`config.mk`:
```
export PLATFORM = sky130hd
export DESIGN_NAME = line_voxel_walker_3d
export DESIGN_NICKNAME = d
export VERILOG_FILES = /design/src/hdl/lvw_pkg.sv /design/src/hdl/lvw_setup.sv /design/src/hdl/lvw_queue.sv /design/src/hdl/lvw_walk.sv /design/src/hdl/line_voxel_walker_3d.sv
export SDC_FILE = /design/constraint.sdc
export NUM_CORES = 1
export LEC_CHECK = 0
export ABC_AREA = 0
export BUFFER_PORTS_ARGS = -buffer_cell sky130_fd_sc_hd__buf_2
export CAP_MARGIN = 25
export CORE_ASPECT_RATIO = 1.2
export CORE_MARGIN = 1
export CORE_UTILIZATION = 35
export CTS_CLUSTER_SIZE = 28
export DETAILED_ROUTE_END_ITERATION = 10
export PLACE_DENSITY = 0.58
export SYNTH_ARGS = -nofsm -noshare
export SYNTH_HDL_FRONTEND = slang
export SYNTH_SLANG_ARGS = --single-unit
```
`constraint.sdc`:
```
create_clock -name clk -period 17.8 [get_ports clk]
set_input_delay 0.89 -clock clk [delete_from_list [all_inputs] [get_ports clk]]
set_output_delay 0.89 -clock clk [all_outputs]
set_load 0.03 [all_outputs]
```
`src/hdl/lvw_pkg.sv`:
```
// ----------------------------------------------------------------------------
// lvw_pkg: shared constants of the 3D line voxel walker.
// Holds the default widths that the parts of the walker share.
// ----------------------------------------------------------------------------
package lvw_pkg;

    localparam int COORD_BITS_DEF = 5;
    localparam int FRAC_BITS_DEF  = 16;

endpackage

```
`src/hdl/lvw_setup.sv`:
```
// ----------------------------------------------------------------------------
// lvw_setup: front part of the walker.
// Accepts an endpoint pair, computes the squared distance, the length by a
// bit-serial square root and the three axis steps by a shared restoring
// divider, and hands a walk descriptor to the queue unless the length is below one.
// ----------------------------------------------------------------------------
module lvw_setup #(
    parameter int COORD_BITS = lvw_pkg::COORD_BITS_DEF,
    parameter int FRAC_BITS  = lvw_pkg::FRAC_BITS_DEF,
    parameter int LEN_BITS   = COORD_BITS + 2 + FRAC_BITS,
    parameter int POS_BITS   = COORD_BITS + FRAC_BITS + 2
) (
    input  logic                       clk,
    input  logic                       rst_n,
    input  logic                       in_valid,
    output logic                       in_ready,
    input  logic [COORD_BITS-1:0]      start_x,
    input  logic [COORD_BITS-1:0]      start_y,
    input  logic [COORD_BITS-1:0]      start_z,
    input  logic [COORD_BITS-1:0]      end_x,
    input  logic [COORD_BITS-1:0]      end_y,
    input  logic [COORD_BITS-1:0]      end_z,
    output logic                       d_valid,
    input  logic                       d_ready,
    output logic [3*POS_BITS-1:0]      d_pos,
    output logic [3*POS_BITS-1:0]      d_step,
    output logic [COORD_BITS+1:0]      d_count
);
    import lvw_pkg::*;

    localparam int DIFF_BITS = COORD_BITS + 1;
    localparam int D2_BITS   = 2 * COORD_BITS + 2;
    localparam int RAD_BITS  = D2_BITS + 2 * FRAC_BITS;
    localparam int SQ_ITERS  = RAD_BITS / 2 + RAD_BITS % 2;
    localparam int SQ_W      = 2 * SQ_ITERS;
    localparam int NUM_BITS  = COORD_BITS + 2 * FRAC_BITS;
    localparam int CNT_BITS  = $clog2(SQ_ITERS + NUM_BITS + 1);
    localparam int CNT_W     = COORD_BITS + 2;

    typedef enum logic [4:0] {
        S_IDLE = 5'b00001,
        S_SQ   = 5'b00010,
        S_DIV  = 5'b00100,
        S_OUT  = 5'b01000,
        S_D2   = 5'b10000
    } state_t;

    state_t state_reg, state_next;
    logic signed [DIFF_BITS-1:0] dif_reg [3];
    logic [COORD_BITS-1:0] st_reg [3];
    logic [SQ_W-1:0]       rad_reg;
    logic [SQ_ITERS+1:0]   rem_reg;
    logic [SQ_ITERS-1:0]   root_reg;
    logic [CNT_BITS-1:0]   cnt_reg;
    logic [1:0]            ax_reg;
    logic [NUM_BITS-1:0]   num_reg;
    logic [LEN_BITS:0]     drem_reg;
    logic [POS_BITS-1:0]   step_reg [3];
    logic [D2_BITS-1:0]    d2_reg;

    function automatic logic [COORD_BITS-1:0] mag(input logic signed [DIFF_BITS-1:0] d);
        return d[DIFF_BITS-1] ? COORD_BITS'(-d) : COORD_BITS'(d);
    endfunction

    // Square of one axis difference magnitude, formed at the full width.
    function automatic logic [D2_BITS-1:0] sq(input logic signed [DIFF_BITS-1:0] d);
        logic [D2_BITS-1:0] m;
        m = D2_BITS'(mag(d));
        return m * m;
    endfunction

    // One digit of the square root.
    logic [SQ_ITERS+1:0] sq_trial;
    logic [SQ_ITERS+1:0] sq_cur;
    assign sq_cur   = {rem_reg[SQ_ITERS-1:0], rad_reg[SQ_W-1 -: 2]};
    assign sq_trial = {root_reg, 2'b01};

    // One bit of the division.
    logic [LEN_BITS:0] dv_cur;
    logic [LEN_BITS-1:0] len_w;
    assign len_w  = LEN_BITS'(root_reg);
    assign dv_cur = {drem_reg[LEN_BITS-1:0], num_reg[NUM_BITS-1]};

    logic [POS_BITS-1:0] q_mag;
    assign q_mag = POS_BITS'(num_reg);

    assign in_ready = (state_reg == S_IDLE);
    assign d_valid  = (state_reg == S_OUT);

    always_comb
    begin
        state_next = state_reg;
        unique case (state_reg)
            S_IDLE: if (in_valid) state_next = S_D2;
            S_D2:   state_next = S_SQ;
            S_SQ:
            begin
                if (cnt_reg == CNT_BITS'(SQ_ITERS - 1))
                    state_next = S_DIV;
            end
            S_DIV:
            begin
                if (root_reg[SQ_ITERS-1:FRAC_BITS] == '0)
                    state_next = S_IDLE;
                else if (cnt_reg == CNT_BITS'(NUM_BITS) && ax_reg == 2'd2)
                    state_next = S_OUT;
            end
            S_OUT:  if (d_ready) state_next = S_IDLE;
            default: state_next = S_IDLE;
        endcase
    end

    always_ff @(posedge clk or negedge rst_n)
    begin
        if (!rst_n)
            state_reg <= S_IDLE;
        else
            state_reg <= state_next;
    end

    // Datapath.
    always_ff @(posedge clk)
    begin
        unique case (state_reg)
            S_IDLE:
            begin
                st_reg[0] <= start_x;
                st_reg[1] <= start_y;
                st_reg[2] <= start_z;
                dif_reg[0] <= DIFF_BITS'(end_x) - DIFF_BITS'(start_x);
                dif_reg[1] <= DIFF_BITS'(end_y) - DIFF_BITS'(start_y);
                dif_reg[2] <= DIFF_BITS'(end_z) - DIFF_BITS'(start_z);
            end
            S_D2:
            begin
                d2_reg   <= sq(dif_reg[0]) + sq(dif_reg[1]) + sq(dif_reg[2]);
                rad_reg  <= SQ_W'({sq(dif_reg[0]) + sq(dif_reg[1]) + sq(dif_reg[2]),
                                   {(2*FRAC_BITS){1'b0}}});
                rem_reg  <= '0;
                root_reg <= '0;
                cnt_reg  <= '0;
            end
            S_SQ:
            begin
                rad_reg <= rad_reg << 2;
                if (sq_cur >= sq_trial)
                begin
                    rem_reg  <= sq_cur - sq_trial;
                    root_reg <= {root_reg[SQ_ITERS-2:0], 1'b1};
                end
                else
                begin
                    rem_reg  <= sq_cur;
                    root_reg <= {root_reg[SQ_ITERS-2:0], 1'b0};
                end
                // The last root digit also loads the first division.
                if (cnt_reg == CNT_BITS'(SQ_ITERS - 1))
                begin
                    cnt_reg  <= '0;
                    ax_reg   <= '0;
                    num_reg  <= NUM_BITS'({mag(dif_reg[0]), {(2*FRAC_BITS){1'b0}}});
                    drem_reg <= '0;
                end
                else
                    cnt_reg <= cnt_reg + 1'b1;
            end
            S_DIV:
            begin
                if (cnt_reg == CNT_BITS'(NUM_BITS))
                begin
                    // Quotient is complete in num_reg; store signed step.
                    step_reg[ax_reg] <= dif_reg[ax_reg][DIFF_BITS-1] ? -q_mag : q_mag;
                    ax_reg   <= ax_reg + 1'b1;
                    cnt_reg  <= '0;
                    drem_reg <= '0;
                    num_reg  <= NUM_BITS'({mag(dif_reg[(ax_reg == 2'd0) ? 1 : 2]),
                                           {(2*FRAC_BITS){1'b0}}});
                end
                else
                begin
                    cnt_reg <= cnt_reg + 1'b1;
                    if (dv_cur >= {1'b0, len_w})
                    begin
                        drem_reg <= dv_cur - {1'b0, len_w};
                        num_reg  <= {num_reg[NUM_BITS-2:0], 1'b1};
                    end
                    else
                    begin
                        drem_reg <= dv_cur;
                        num_reg  <= {num_reg[NUM_BITS-2:0], 1'b0};
                    end
                end
            end
            default: ;
        endcase
    end

    // Walk descriptor toward the queue.
    logic [FRAC_BITS-1:0] half_w;
    assign half_w = {1'b1, {(FRAC_BITS-1){1'b0}}};
    always_comb
    begin
        for (int a = 0; a < 3; a++)
        begin
            d_pos[a*POS_BITS +: POS_BITS]  = POS_BITS'({st_reg[a], half_w});
            d_step[a*POS_BITS +: POS_BITS] = step_reg[a];
        end
        d_count = CNT_W'(root_reg >> FRAC_BITS);
    end

    // A descriptor is only offered with a nonzero cell count.
    property p_len_nonzero;
        @(posedge clk) disable iff (!rst_n)
        (state_reg == S_OUT) |-> (d_count != '0);
    endproperty
    a_len_nonzero: assert property (p_len_nonzero) else $error("zero walk sent");

    property p_accept_idle;
        @(posedge clk) disable iff (!rst_n)
        (in_valid && in_ready) |=> (state_reg == S_D2);
    endproperty
    a_accept_idle: assert property (p_accept_idle) else $error("accept lost");

    property p_d2_zero;
        @(posedge clk) disable iff (!rst_n)
        (state_reg == S_OUT) |-> (d2_reg != '0);
    endproperty
    a_d2_zero: assert property (p_d2_zero) else $error("zero distance walked");

endmodule

```
`src/hdl/lvw_queue.sv`:
```
// ----------------------------------------------------------------------------
// lvw_queue: two-entry queue of walk descriptors between setup and walk.
// Lets the setup part start the next item while a walk is still running.
// ----------------------------------------------------------------------------
module lvw_queue #(
    parameter int WIDTH = 8
) (
    input  logic             clk,
    input  logic             rst_n,
    input  logic             w_valid,
    output logic             w_ready,
    input  logic [WIDTH-1:0] w_data,
    output logic             r_valid,
    input  logic             r_ready,
    output logic [WIDTH-1:0] r_data
);
    logic [WIDTH-1:0] mem_reg [2];
    logic             wp_reg, rp_reg;
    logic [1:0]       cnt_reg;

    assign w_ready = (cnt_reg != 2'd2);
    assign r_valid = (cnt_reg != 2'd0);
    assign r_data  = mem_reg[rp_reg];

    // Storage.
    always_ff @(posedge clk)
    begin
        if (w_valid && w_ready)
            mem_reg[wp_reg] <= w_data;
    end

    // Pointers and fill count.
    always_ff @(posedge clk or negedge rst_n)
    begin
        if (!rst_n)
        begin
            wp_reg  <= 1'b0;
            rp_reg  <= 1'b0;
            cnt_reg <= 2'd0;
        end
        else
        begin
            if (w_valid && w_ready) wp_reg <= ~wp_reg;
            if (r_valid && r_ready) rp_reg <= ~rp_reg;
            cnt_reg <= cnt_reg + 2'((w_valid && w_ready) ? 1 : 0)
                               - 2'((r_valid && r_ready) ? 1 : 0);
        end
    end

    property p_no_over;
        @(posedge clk) disable iff (!rst_n) cnt_reg != 2'd3;
    endproperty
    a_no_over: assert property (p_no_over) else $error("queue overflow");

    property p_ptr;
        @(posedge clk) disable iff (!rst_n)
        (cnt_reg == 2'd0 || cnt_reg == 2'd2) |-> (wp_reg == rp_reg);
    endproperty
    a_ptr: assert property (p_ptr) else $error("queue pointers out of step");

    property p_full_hold;
        @(posedge clk) disable iff (!rst_n)
        (cnt_reg == 2'd2 && !r_ready) |=> (cnt_reg == 2'd2);
    endproperty
    a_full_hold: assert property (p_full_hold) else $error("queue lost an entry");

endmodule

```
`src/hdl/lvw_walk.sv`:
```
// ----------------------------------------------------------------------------
// lvw_walk: back part of the walker.
// Steps the position of one descriptor and sends one cell per accepted
// item on the output channel, through a registered output stage.
// ----------------------------------------------------------------------------
module lvw_walk #(
    parameter int COORD_BITS = lvw_pkg::COORD_BITS_DEF,
    parameter int FRAC_BITS  = lvw_pkg::FRAC_BITS_DEF,
    parameter int POS_BITS   = COORD_BITS + FRAC_BITS + 2
) (
    input  logic                  clk,
    input  logic                  rst_n,
    input  logic                  d_valid,
    output logic                  d_ready,
    input  logic [3*POS_BITS-1:0] d_pos,
    input  logic [3*POS_BITS-1:0] d_step,
    input  logic [COORD_BITS+1:0] d_count,
    output logic                  out_valid,
    input  logic                  out_ready,
    output logic [COORD_BITS-1:0] cell_x,
    output logic [COORD_BITS-1:0] cell_y,
    output logic [COORD_BITS-1:0] cell_z,
    output logic                  last_cell
);
    import lvw_pkg::*;

    logic                  busy_reg;
    logic [POS_BITS-1:0]   pos_reg  [3];
    logic [POS_BITS-1:0]   step_reg [3];
    logic [COORD_BITS+1:0] left_reg;
    logic                  ov_reg;
    logic [COORD_BITS-1:0] ox_reg, oy_reg, oz_reg;
    logic                  ol_reg;
    logic [POS_BITS-1:0]   np [3];
    logic                  emit;

    assign d_ready = !busy_reg;
    assign emit    = busy_reg && (!ov_reg || out_ready);

    always_comb
    begin
        for (int a = 0; a < 3; a++)
            np[a] = pos_reg[a] + step_reg[a];
    end

    // Walk control and output stage flags.
    always_ff @(posedge clk or negedge rst_n)
    begin
        if (!rst_n)
        begin
            busy_reg <= 1'b0;
            ov_reg   <= 1'b0;
        end
        else
        begin
            if (d_valid && d_ready)
                busy_reg <= 1'b1;
            else if (emit && left_reg == (COORD_BITS+2)'(1))
                busy_reg <= 1'b0;
            if (emit)
                ov_reg <= 1'b1;
            else if (out_ready)
                ov_reg <= 1'b0;
        end
    end

    // Position and output payload.
    always_ff @(posedge clk)
    begin
        if (d_valid && d_ready)
        begin
            for (int a = 0; a < 3; a++)
            begin
                pos_reg[a]  <= d_pos[a*POS_BITS +: POS_BITS];
                step_reg[a] <= d_step[a*POS_BITS +: POS_BITS];
            end
            left_reg <= d_count;
        end
        else if (emit)
        begin
            for (int a = 0; a < 3; a++)
                pos_reg[a] <= np[a];
            left_reg <= left_reg - 1'b1;
            ox_reg <= np[0][FRAC_BITS +: COORD_BITS];
            oy_reg <= np[1][FRAC_BITS +: COORD_BITS];
            oz_reg <= np[2][FRAC_BITS +: COORD_BITS];
            ol_reg <= (left_reg == (COORD_BITS+2)'(1));
        end
    end

    assign out_valid = ov_reg;
    assign cell_x    = ox_reg;
    assign cell_y    = oy_reg;
    assign cell_z    = oz_reg;
    assign last_cell = ol_reg;

    property p_left;
        @(posedge clk) disable iff (!rst_n)
        busy_reg |-> (left_reg != '0);
    endproperty
    a_left: assert property (p_left) else $error("walk with no cells left");

    property p_last_ends;
        @(posedge clk) disable iff (!rst_n)
        (emit && left_reg == (COORD_BITS+2)'(1)) |=> (!busy_reg && ol_reg);
    endproperty
    a_last_ends: assert property (p_last_ends) else $error("last cell not marked");

    property p_hold;
        @(posedge clk) disable iff (!rst_n)
        (out_valid && !out_ready) |=> $stable(ox_reg) && out_valid;
    endproperty
    a_hold: assert property (p_hold) else $error("stalled cell changed");

endmodule

```
`src/hdl/line_voxel_walker_3d.sv`:
```
// ----------------------------------------------------------------------------
// line_voxel_walker_3d: sampled 3D line walk between two grid cells.
// Top level joining the setup part, the descriptor queue and the walk part.
// ----------------------------------------------------------------------------
// Usage:
// An item on the input channel (in_valid/in_ready) is a start and an end
// cell. For it the block sends floor(length) items on the output channel
// (out_valid/out_ready), one cell each, the last one marked by last_cell.
// A line shorter than one cell sends nothing.
// Setup forms the squared distance, then the square root one digit at a
// time, then the three divisions one after another, one quotient bit at a
// time. A new item is taken only after the descriptor of the last one is
// handed to the queue, and a line shorter than one cell frees the input
// once its square root is done. The bit-serial divider sets the rate.
// The walk sends one cell per cycle while out_ready is high; the first
// cell is registered in the output stage after the descriptor is loaded.
// A two-entry queue lets setup of the next item overlap a running walk.
// A stalled receiver holds the current cell in the output register and
// the walk waits; setup goes on until the queue is full.
// Reset clears all control state; no item is in flight afterwards.
// ----------------------------------------------------------------------------
module line_voxel_walker_3d #(
    parameter int COORD_BITS = lvw_pkg::COORD_BITS_DEF,
    parameter int FRAC_BITS  = lvw_pkg::FRAC_BITS_DEF
) (
    input  logic                  clk,
    input  logic                  rst_n,
    input  logic                  in_valid,
    output logic                  in_ready,
    input  logic [COORD_BITS-1:0] start_x,
    input  logic [COORD_BITS-1:0] start_y,
    input  logic [COORD_BITS-1:0] start_z,
    input  logic [COORD_BITS-1:0] end_x,
    input  logic [COORD_BITS-1:0] end_y,
    input  logic [COORD_BITS-1:0] end_z,
    output logic                  out_valid,
    input  logic                  out_ready,
    output logic [COORD_BITS-1:0] cell_x,
    output logic [COORD_BITS-1:0] cell_y,
    output logic [COORD_BITS-1:0] cell_z,
    output logic                  last_cell
);
    import lvw_pkg::*;

    localparam int POS_BITS = COORD_BITS + FRAC_BITS + 2;
    localparam int QW       = 6 * POS_BITS + COORD_BITS + 2;

    logic                  sv, sr, qv, qr;
    logic [3*POS_BITS-1:0] s_pos, s_step, q_pos, q_step;
    logic [COORD_BITS+1:0] s_cnt, q_cnt;

    lvw_setup #(.COORD_BITS(COORD_BITS), .FRAC_BITS(FRAC_BITS),
                .POS_BITS(POS_BITS)) u_setup (
        .clk(clk), .rst_n(rst_n), .in_valid(in_valid), .in_ready(in_ready),
        .start_x(start_x), .start_y(start_y), .start_z(start_z),
        .end_x(end_x), .end_y(end_y), .end_z(end_z),
        .d_valid(sv), .d_ready(sr), .d_pos(s_pos), .d_step(s_step),
        .d_count(s_cnt)
    );

    lvw_queue #(.WIDTH(QW)) u_queue (
        .clk(clk), .rst_n(rst_n),
        .w_valid(sv), .w_ready(sr), .w_data({s_pos, s_step, s_cnt}),
        .r_valid(qv), .r_ready(qr), .r_data({q_pos, q_step, q_cnt})
    );

    lvw_walk #(.COORD_BITS(COORD_BITS), .FRAC_BITS(FRAC_BITS),
               .POS_BITS(POS_BITS)) u_walk (
        .clk(clk), .rst_n(rst_n),
        .d_valid(qv), .d_ready(qr), .d_pos(q_pos), .d_step(q_step),
        .d_count(q_cnt),
        .out_valid(out_valid), .out_ready(out_ready),
        .cell_x(cell_x), .cell_y(cell_y), .cell_z(cell_z),
        .last_cell(last_cell)
    );

endmodule
```
Word-level counts from Yosys, hierarchy flattened --
Memories as Yosys holds them, arrays and structs flattened. A register that Yosys moved wholly into a read port is not among the register bits. Cells that the tools add are included. Widths: inputs -> output; s select.
Cells by class: magnitude comparators 2, eq/ne operators 15, add/subtract/negate cells 20, $mul 3, bitwise logic cells 6, reduce and logical (&&, ||, !) cells 21, muxes and demuxes 55
Operators by type and width (count):
- $mux 23 | 7
- $pmux 22 s2 | 2
- $pmux 44 s2 | 1
- $mux 37 | 2
- $pmux 37 s2 | 1
- $add 23x23->23 | 3
- $pmux 23 s2 | 1
- $mux 5 | 9
- $mul 5x5->10 | 3
- $pmux 5 s5 | 1
- $ge 24x22->1 | 1
- $ge 24x24->1 | 1
- $neg 23->23 | 1
- $sub 23x22->23 | 1
- $mux 22 | 1
- $sub 22x22->22 | 1
- $mux 1 | 20
- $neg 5->5 | 4
- $pmux 6 s3 | 1
- $sub 5x5->6 | 3
- $mux 7 | 2
- $add 12x10->12 | 1
- $mux 6 | 2
- $reduce_bool 2->1 | 6
- 31 further kinds | 47
Word-level totals: output and inout port bits 18, bits of input ports 34, register bits after elaboration 190, word-level logic and storage cells 146, memory bits (writable) 420, memories kept 6
Memories:
- u_queue.mem_reg | words 2, bits a word 90, read ports 1, clocked after memory_dff 0, wr ports 1, RTL line lvw_queue.sv:17 | logic [WIDTH-1:0] mem_reg [2];
- u_setup.step_reg | words 3, bits a word 23, read ports 3, clocked after memory_dff 0, wr ports 1, RTL line lvw_setup.sv:58 | logic [POS_BITS-1:0] step_reg [3];
- u_walk.pos_reg | words 3, bits a word 23, read ports 3, clocked after memory_dff 0, wr ports 3, RTL line lvw_walk.sv:28 | logic [POS_BITS-1:0] pos_reg [3];
- u_walk.step_reg | words 3, bits a word 23, read ports 3, clocked after memory_dff 0, wr ports 3, RTL line lvw_walk.sv:29 | logic [POS_BITS-1:0] step_reg [3];
- u_setup.dif_reg | words 3, bits a word 6, read ports 5, clocked after memory_dff 1, wr ports 3, RTL line lvw_setup.sv:49 | logic signed [DIFF_BITS-1:0] dif_reg [3];
- u_setup.st_reg | words 3, bits a word 5, read ports 3, clocked after memory_dff 0, wr ports 3, RTL line lvw_setup.sv:50 | logic [COORD_BITS-1:0] st_reg [3];

Longest topological paths before layout --
depth in word-level cells 7, gate-level depth with buffers 33

Modules after synthesis --
Synthesis repeated with hierarchy kept, for this count alone.
Second synthesis, totals: cell total of the unflattened synthesis 2616, area, all modules 34083.9 µm²
Modules (own cells, without submodules):
- lvw_setup | instances 1, cells each 1363, area each 14659.1 µm², seq. area each 6952.9 µm²
- lvw_queue | instances 1, cells each 468, area each 10742.8 µm², seq. area each 8808.4 µm²
- lvw_walk | instances 1, cells each 785, area each 8682.1 µm², seq. area each 4524.3 µm²

Worst setup path after synthesis --
Ideal clock, no wire load.
kind register to register, start memory u_setup.dif_reg[1][0] (netlist name), end register u_setup.rad_reg[43] (data pin), arrival 7618 ps, path slack 9913 ps, stages on the path, launching flop included 30, path buffers 0, cells stage by stage edfxtp_1 inv_1 ha_1 nand2_1 nand2_1 xor2_1 nand2b_1 inv_1 fa_1 fa_1 inv_1 fa_1 inv_1 fa_1 fa_1 ha_1 xor2_1 fa_1 fa_1 fa_1 inv_1 ha_1 a21oi_1 nor2_1 o21a_1 o21ai_0 nand2b_1 a21o_1 a2111oi_0 nor3_1
RTL lines:
- from (decl) | RTL line lvw_setup.sv:49
- to (signal assigned) | RTL line lvw_setup.sv:137 | rad_reg <= SQ_W'({sq(dif_reg[0]) + sq(dif_reg[1]) + sq(dif_reg[2]),
- to (signal assigned) | RTL line lvw_setup.sv:145 | rad_reg <= rad_reg << 2;
- to (decl) | RTL line lvw_setup.sv:51 | logic [SQ_W-1:0] rad_reg;

==> qor.tcl <==
set qor(run_status) {complete, no violations}
set qor(syn_avg_cell_area_um2) 12.7
set qor(detailedRoute.firstIterationViolations) 831
set qor(number_of_enable_type_register_cells_in_the_synthesized_netlist) 537
set qor(critical_path.top_delay_family) {adder cells}
set qor(regToRegStartpoint) {u_setup.dif_reg[1][0]}
set qor(aggregate_negative_setup_slack_ns) 0
set qor(worst_slew_pin_slew_ns) 1.01
set qor(dpl.hpwl_um) 37300
set qor(critical_path_buf_inv_count) 5
set qor(final.min_clock_period_ns) 8.41
set qor(use_met2_pct) 23.9
set qor(timing_max_transition_violations_final) 0
set qor(gr_util_all_layers_pct) 13.7
set qor(detail_route.drc_violations) 0
set qor(worst_clock_skew_ns) 0.0320
set qor(die_h_um) 312
set qor(stdcell_count) 3365
set qor(postCtsHoldBufs) 0
set qor(initial_utilization_pct) 35.3
set qor(drt_wl_total_um) 54800
set qor(syn_nets) 2456
set qor(num-fill-cells) 7463
set qor(critical_path.slowest_cell) {fa_1}
set qor(synth_common_cells) {edfxtp_1 (537), nor2_1 (226), ha_1 (183), inv_1 (160), a21oi_1 (134)}
set qor(post_cts.resized_instances) 0
set qor(port_buffers) 51
set qor(post_cts_repair_setup_buffers) 0
set qor(critical_path_required_ns) 18.15
set qor(critical_path.max_fanout) 6
set qor(drtAntennaViolNets) 0
set qor(final_worst_path_setup_slack_ns) 9.39
set qor(clock_tree.root_cell) {clkbuf_16}
set qor(sequential_area_share_after_synthesis_pct) 58.8
set qor(first_global_vias) 17200
set qor(crit_top_cell) {fa_1}
set qor(cts_max_path_buffers) 3
set qor(area_of_all_sequential_standard_cells_um2) 16400
set qor(cts_num_sinks) 550
set qor(design.core.area_um2) 79200
set qor(die_w_um) 260
set qor(worst_slew_slack_as_a_fraction_of_its_limit_pct) 32.3
set qor(synthDistinctLibCells) 69
set qor(drive_above_1_share_pct) 11.3
set qor(drt-vias-per-instance) 4.97
set qor(startpoint_type) {flip-flop}
set qor(area_growth_pct) 12.6
set qor(grt_antenna_before_repair) 2
set qor(grt_first_pass_wirelength_um) 89100
set qor(route.detailed.wl_per_inst_um) 16.3
set qor(synth_area_leader_cell) {edfxtp_1}
set qor(place_congestion) 0.824
set qor(multi_input_area_um2) 10800
set qor(final_hold_viol_count) 0
set qor(async_reset_ff_share_pct) 2.00
set qor(ys_dominant_reg_cell) {edfxtp_1}
set qor(cts_buffers) 58
set qor(grt_use_met3_pct) 2.04
set qor(postSynthCellCount) 2200
set qor(yosys-top-cells-area) {edfxtp_1 (58%), ha_1 (8.2%), nor2_1 (3.0%)}
set qor(globalRoute.totalOverflow) 0
set qor(flip_flop_count_of_the_largest_register_all_copies_and_words_added) 168
set qor(clkSlewWorstSetupHoldPaths_ns) 0.07
set qor(worst_hold_path_type) {input port to async pin}
set qor(final_nets) 2535
set qor(routed-via-count) 16700
set qor(tritoncts_clock_tree) {built}
set qor(floorplan.die_area_um2) 81100
set qor(finalCritPeriodShare_pct) 47.3
set qor(placement_rows) 113
set qor(yosys_register_bits) 550
set qor(yosysWarnings) 0
set qor(cap_viol_max_count) 0
set qor(drt_pre_antenna_iters) 6
set qor(clock_latency_ns) 0.63
set qor(cts.htree.levels) 2
set qor(critical_path_class) {flip-flop to flip-flop}
set qor(placement.setup.worst_slack_ns) 9.35
set qor(critical-path-max-stage-delay_ns) 0.55
set qor(critPathCaptureType) {flip-flop}
set qor(synth_top_area_share_pct) 57.6
set qor(post-synth-top-count-cell) {edfxtp_1}
set qor(grt_most_used_layer) {met2}
set qor(timing.critical_path.from) {u_setup.dif_reg[1][0]}
set qor(worstPathArrival_ns) 8.76
set qor(setup_viol_count_final) 0
set qor(post_synthesis_instance_area_um2) 28000
set qor(unrepaired_setup_endpoints_after_global_routing) {no}
set qor(timing.fmax_mhz) 119
set qor(dp.cells) 3254
set qor(use_met1_pct) 17.2
set qor(grt_start_max_net_pins) 66
set qor(io_pins) 52
layer usage:
metal,wire (um),vias to the layer above
li1,-,8187
met1,24000,8245
met2,27500,206
met3,1810,85
met4,1520,2
met5,9,-
per-stage QoR:
stage / utilization, % / hold slack, ns / instance area, um^2
floorplan: - / 0.421 / 28000
global placement: 37.3 / 0.422 / 29500
global route: 39.8 / 0.139 / 31500
detailed placement: 37.3 / 0.430 / 29500
CTS: 39.8 / 0.124 / 31500
finish: 39.8 / 0.149 / 31500
final cells by class:
type	count	area share (%)
antenna	1	0.00794
clock buffer	73	4.98
clock inverter	37	1.21
inverter	161	1.92
multi-input combinational	1436	34.2
sequential	550	52.2
tap	1035	4.11
timing repair buffer	72	1.37
cell families after synthesis:
family                     synth area share [%]
AOI/OAI and AO/OA                          9.03
and+or+nand+nor                            9.70
xor gates and xnor gates                   4.57
adders and majority gates                  11.0
buffers and inverters                      2.97
muxes                                      4.01
DFF                                        58.8
final timing paths:
| kind | cells after the start | to | slack [ns] |
|---|---|---|---|
| min in group clk | 0 | u_queue.mem_reg[1][30] | 0.43 |
| worst max-delay path | 27 | u_setup.rad_reg[43] | 9.39 |
| worst min-delay path | 1 | u_setup.state_reg[3] | 0.15 |
| worst min register to register | 0 | u_queue.mem_reg[1][30] | 0.43 |
| max in group asynchronous | 1 | u_setup.state_reg[0] | 17.38 |
| worst max register to register | 27 | u_setup.rad_reg[43] | 9.39 |
cells in the final DEF (no fill, tap or decap), drive strengths merged, types with 39 or more instances in the layout:
cell | netlist | routed
fa | 39 | 39
edfxtp | 537 | 537
inv | 160 | 160
o21ai | 75 | 75
mux2 | 65 | 65
mux2i | 39 | 39
ha | 183 | 183
a21o | 57 | 57
nor3 | 41 | 41
nand2 | 95 | 95
clkbuf | 41 | 73
nor2 | 226 | 226
xnor2 | 83 | 83
xor2 | 63 | 63
a21oi | 134 | 134
buf | 12 | 72
Power is left out: the tool's default activity adds up to more than one toggle a clock period on the data nets, which glitch-free logic cannot reach.
